[src/hdl/aet_pkg.sv]
`timescale 1ns / 1ps
`default_nettype none

package aet_pkg;

   localparam int MAX_EDGES   = 32;
   localparam int IDX_W       = $clog2(MAX_EDGES);
   localparam int CNT_W       = IDX_W + 1;
   localparam int X_FRAC_BITS = 16;
   localparam int X_W         = 32;
   localparam int ROW_W       = 16;
   localparam int STEP_W      = 10;
   localparam int SLOT_W      = 5;
   localparam int PROD_W      = X_W + STEP_W + 1;

   localparam logic [1:0] CMD_LOAD  = 2'd0;
   localparam logic [1:0] CMD_SCAN  = 2'd1;
   localparam logic [1:0] CMD_CLEAR = 2'd2;

   typedef struct packed {
      logic                    valid;
      logic                    kill;
      logic signed [ROW_W-1:0] upper;
      logic signed [X_W-1:0]   x;
      logic signed [X_W-1:0]   slope;
   } entry_type;

   typedef enum logic [2:0] {
      CELL_HOLD,
      CELL_LOAD,
      CELL_MARK,
      CELL_SORT,
      CELL_PRUNE,
      CELL_SHIFT,
      CELL_CLEAR
   } cell_op_type;

   typedef struct packed {
      cell_op_type             op;
      logic                    phase;
      logic signed [ROW_W-1:0] row;
   } cell_ctl_type;

   typedef enum logic [2:0] {
      ST_IDLE,
      ST_SCAN,
      ST_MARK,
      ST_SORT,
      ST_PRUNE,
      ST_EMPTY,
      ST_EMIT_A,
      ST_EMIT_B
   } state_type;

   // a orders after b: killed edges go last, then larger x
   function automatic logic entry_gt(input entry_type a, input entry_type b);
      entry_gt = a.valid && b.valid &&
                 ((a.kill && !b.kill) || ((a.kill == b.kill) && (a.x > b.x)));
   endfunction

endpackage

`default_nettype wire

[src/hdl/aet_advance.sv]
`timescale 1ns / 1ps
`default_nettype none

module aet_advance (
   input  wire                                  clock,
   input  wire                                  capture,
   input  wire        [aet_pkg::STEP_W-1:0]     step,
   input  wire signed [aet_pkg::X_W-1:0]        x,
   input  wire signed [aet_pkg::X_W-1:0]        slope,
   output logic signed [aet_pkg::X_W-1:0]       x_next
);

   logic signed [aet_pkg::PROD_W-1:0] prod_ff, prod_in;
   logic signed [aet_pkg::X_W-1:0]    x_ff, x_in;
   logic signed [aet_pkg::PROD_W:0]   sum;
   localparam logic signed [aet_pkg::PROD_W:0] X_MAX =
      (aet_pkg::PROD_W+1)'(signed'({1'b0, {(aet_pkg::X_W-1){1'b1}}}));
   localparam logic signed [aet_pkg::PROD_W:0] X_MIN = -X_MAX - 1;

   // integer rows times fixed-point slope keeps the binary point
   always_comb begin
      prod_in = capture ? ($signed({1'b0, step}) * slope) : prod_ff;
      x_in    = capture ? x : x_ff;
   end

   always_ff @(posedge clock) begin
      prod_ff <= prod_in;
      x_ff    <= x_in;
   end

   always_comb begin
      sum = (aet_pkg::PROD_W+1)'(x_ff) + (aet_pkg::PROD_W+1)'(prod_ff);
      if (sum > X_MAX)      x_next = X_MAX[aet_pkg::X_W-1:0];
      else if (sum < X_MIN) x_next = X_MIN[aet_pkg::X_W-1:0];
      else                  x_next = sum[aet_pkg::X_W-1:0];
   end

endmodule

`default_nettype wire
[config.mk]
export PLATFORM = sky130hd
export DESIGN_NAME = aet_advance
export DESIGN_NICKNAME = d
export VERILOG_FILES = /design/src/hdl/aet_pkg.sv /design/src/hdl/aet_advance.sv
export SDC_FILE = /design/constraint.sdc
export NUM_CORES = 1
export LEC_CHECK = 0
export BUFFER_PORTS_ARGS = -buffer_cell sky130_fd_sc_hd__buf_2
export CAP_MARGIN = 40
export CORE_ASPECT_RATIO = 0.7
export CORE_MARGIN = 5
export CORE_UTILIZATION = 62
export DETAILED_ROUTE_END_ITERATION = 8
export PLACE_DENSITY = 0.81
export SLEW_MARGIN = 20
export SYNTH_ARGS = -nofsm -noshare
export SYNTH_HDL_FRONTEND = slang
export SYNTH_SLANG_ARGS = --single-unit
[constraint.sdc]
create_clock -name clock -period 8.3 [get_ports clock]
set_clock_uncertainty 0.2 [all_clocks]
set_input_delay 1.66 -clock clock [delete_from_list [all_inputs] [get_ports clock]]
set_output_delay 1.66 -clock clock [all_outputs]
set_load 0.01 [all_outputs]
==> results.json <==
{
  "io_pins": 108,
  "place_congestion": 0.9682,
  "pre_cts_slack_ns": 0.2782,
  "grt_max_degree": 49,
  "syn_avg_cell_area_um2": 8.894,
  "min_path_type": "in2reg",
  "path_max_fanout": 15,
  "cts_tree": "yes",
  "final_core_util": 0.6704,
  "final_hold_viol_count": 0,
  "ys_ff_latch": 75,
  "rsz0062_at_grt": "false",
  "coreArea_mm2": 0.02671,
  "finalCriticalPeriod_ns": 7.676,
  "syn-cell-area_mm2": 0.01679,
  "track_usage": 0.2998,
  "setup_violations": 0,
  "htree_levels": 3,
  "diodes": 0,
  "vias": 13680,
  "synth_cell_types": 88,
  "grt_pass1_wl_mm": 73.04,
  "placed_area_mm2": 0.01764,
  "path_clk_slew_ns": 0.07,
  "syn_nets": 2374,
  "n_fill_cell": 2188,
  "syn_inst": 1888,
  "clkSinkCount": 75,
  "post-route-drc-count": 0,
  "min_period_over_period": 0.9248,
  "setup-tns-final_ns": 0,
  "slew_headroom": 0.4015,
  "p_leak_nw": 8.596,
  "synth_ff_type": "edfxtp_1",
  "post-cts-setup-buffer-count": 0,
  "avgRoutedWirePerCell_um": 18.82,
  "firstDrtPassIters": 6,
  "fmax_ghz": 0.1303,
  "root_buffer": "clkbuf_16",
  "cts_hold_buffers": 0,
  "finalPower_mw": 8.216,
  "synth_edf_count": 75,
  "status": "finished clean",
  "finalInstanceArea_mm2": 0.01791,
  "die-height_um": 147.7,
  "area_growth_pct": 6.639,
  "ys_warn_count": 0,
  "irDropWorstVdd_mv": 0.3158,
  "drive_gt1_frac": 0.09460,
  "yosysSeqAreaShare": 0.1341,
  "p_per_area_mw_per_mm2": 458.8,
  "routed_wl_mm": 43.45,
  "start_util": 0.6286,
  "ant_nets": 0,
  "cap_violations": 0,
  "grt_overflow": 0,
  "worst_slew_pin_slew_ns": 0.8911,
  "fp-row-count": 50,
  "antenna_found_initial": 1,
  "vias_per_cell": 5.926,
  "synthArstFlopShare": 0,
  "fp.dieW_um": 206.7,
  "numPortBuffers": 107,
  "dp_cells": 2293,
  "whs_ns": 1.273,
  "crit_required_ns": 8.20,
  "crit_type": "in2reg",
  "fin_cells": 2309,
  "cts_resized": 0,
  "numCtsBuffers": 9,
  "dieArea_mm2": 0.03053,
  "slew_viol_final": 0,
  "worst_slack_ns": 0.6242,
  "clockBufferDepth": 2,
  "arrival_ns": 7.58,
  "grt_pass1_vias": 14440,
  "crit_path_start_kind": "input pin",
  "drt-initial-drc-count": 1287,
  "fin_nets": 2426,
  "dp_hpwl_mm": 35.75,
  "endpoint_kind": "flip-flop"
}
layer usage:
layer	vias up	wire length, um	track usage
met4	0	910	0.07398
met5	-	0	0
met1	6740	18010	0.4193
li1	6152	-	-
met2	698	20090	0.4772
met3	92	4435	0.07259
flip-flops by register name, indices dropped and copies added (netlist names):
register,count
x_ff,32
prod_ff,43
report_power, final:
part	internal, mW	leakage [nW]	total [mW]	switching (mW)
Clock	0.204	0.118	0.373	0.169
Sequential	0.800	0.734	0.874	0.0733
Combinational	2.85	7.74	6.97	4.12
Total	3.85	8.60	8.22	4.36
synthesized netlist by cell type, types with 3 or more instances:
master | count | area share
nand2_1 | 255 | 0.057
ha_1 | 136 | 0.10
nor2_1 | 74 | 0.017
a41oi_1 | 9 | 0.0047
nand4_1 | 14 | 0.0052
clkbuf_1 | 76 | 0.017
a211o_1 | 3 | 0.0016
and3_1 | 8 | 0.0030
or2_2 | 5 | 0.0019
a21oi_1 | 82 | 0.024
o211ai_1 | 5 | 0.0022
xor2_1 | 26 | 0.014
nand2b_1 | 7 | 0.0026
buf_2 | 11 | 0.0033
a311oi_1 | 3 | 0.0016
nor4_4 | 3 | 0.0038
and2_1 | 146 | 0.054
nor3_1 | 25 | 0.0075
o21a_1 | 5 | 0.0022
mux2i_1 | 3 | 0.0018
nand3b_1 | 6 | 0.0027
o21bai_1 | 9 | 0.0040
a21o_1 | 30 | 0.013
o31ai_1 | 3 | 0.0013
o2111ai_1 | 4 | 0.0021
o21ai_0 | 35 | 0.010
or3_1 | 4 | 0.0015
o21ai_1 | 27 | 0.0080
a211oi_1 | 5 | 0.0022
a21oi_2 | 3 | 0.0016
nor4_1 | 6 | 0.0022
fa_1 | 274 | 0.33
edfxtp_1 | 75 | 0.13
inv_1 | 331 | 0.074
o31ai_2 | 3 | 0.0022
nand3_1 | 20 | 0.0060
a31oi_1 | 26 | 0.0097
nor2b_1 | 10 | 0.0037
o221ai_1 | 7 | 0.0037
xnor2_1 | 53 | 0.028
worst max-delay path, stage by stage:
cell and delay, ns:
buf_2 0.36, nand2_1 0.14, fa_1 0.55, inv_1 0.05, fa_1 0.48, fa_1 0.54, fa_1 0.56, inv_1 0.06
fa_1 0.55, inv_1 0.06, ha_1 0.35, a21oi_1 0.15, o21ai_0 0.13, and4_1 0.23, o31a_1 0.33, o31ai_2 0.26
o31ai_1 0.13, a211o_1 0.36, a311oi_1 0.35, a21oi_1 0.13, xnor2_1 0.15
final timing paths:
path	startpoint	endpoint	slack [ns]	depth (start not counted)
setup / recovery	step[7]	prod_ff[42]	0.62	21
hold / removal	x[18]	x_ff[18]	1.27	1
logic make-up (layout without fill, tap and decap cells):
kind of cell    Yosys count  in the layout  synth area share
buf+inv                 425            482           0.09679
flops                    75             75            0.1341
simple gates            603            603            0.1792
compound gates          290            290            0.1155
mux                       4              4          0.002608
fa+ha+maj               410            410            0.4280
xor+xnor                 81             81           0.04381
placed cells by master (no fill, tap or decap), types with 6 or more instances in the layout:
master,instances
nor2_1,74
nor3_1,25
a41oi_1,9
nand2_1,255
nand4_1,14
o21bai_1,9
ha_1,136
a21oi_1,82
nor2b_1,10
o21ai_0,35
xor2_1,26
edfxtp_1,75
xnor2_1,53
o21ai_1,27
a31oi_1,26
buf_2,107
clkbuf_16,9
and2_1,146
buf_4,26
nor4_1,6
and3_1,8
fa_1,274
nand2b_1,7
o221ai_1,7
nand3b_1,6
nand3_1,20
inv_1,331
a21o_1,30
area by class of cell:
cell class | count | area [um2] | area share
Clock buffer | 11 | 232.7 | 0.01300
Clock inverter | 5 | 38.79 | 0.002166
Inverter | 332 | 1246 | 0.06959
Multi-Input combinational cell | 1388 | 12920 | 0.7217
Sequential cell | 75 | 2252 | 0.1258
Tap cell | 364 | 455.4 | 0.02543
Timing Repair Buffer | 134 | 758.2 | 0.04234
(Power assumes the default switching activity.)
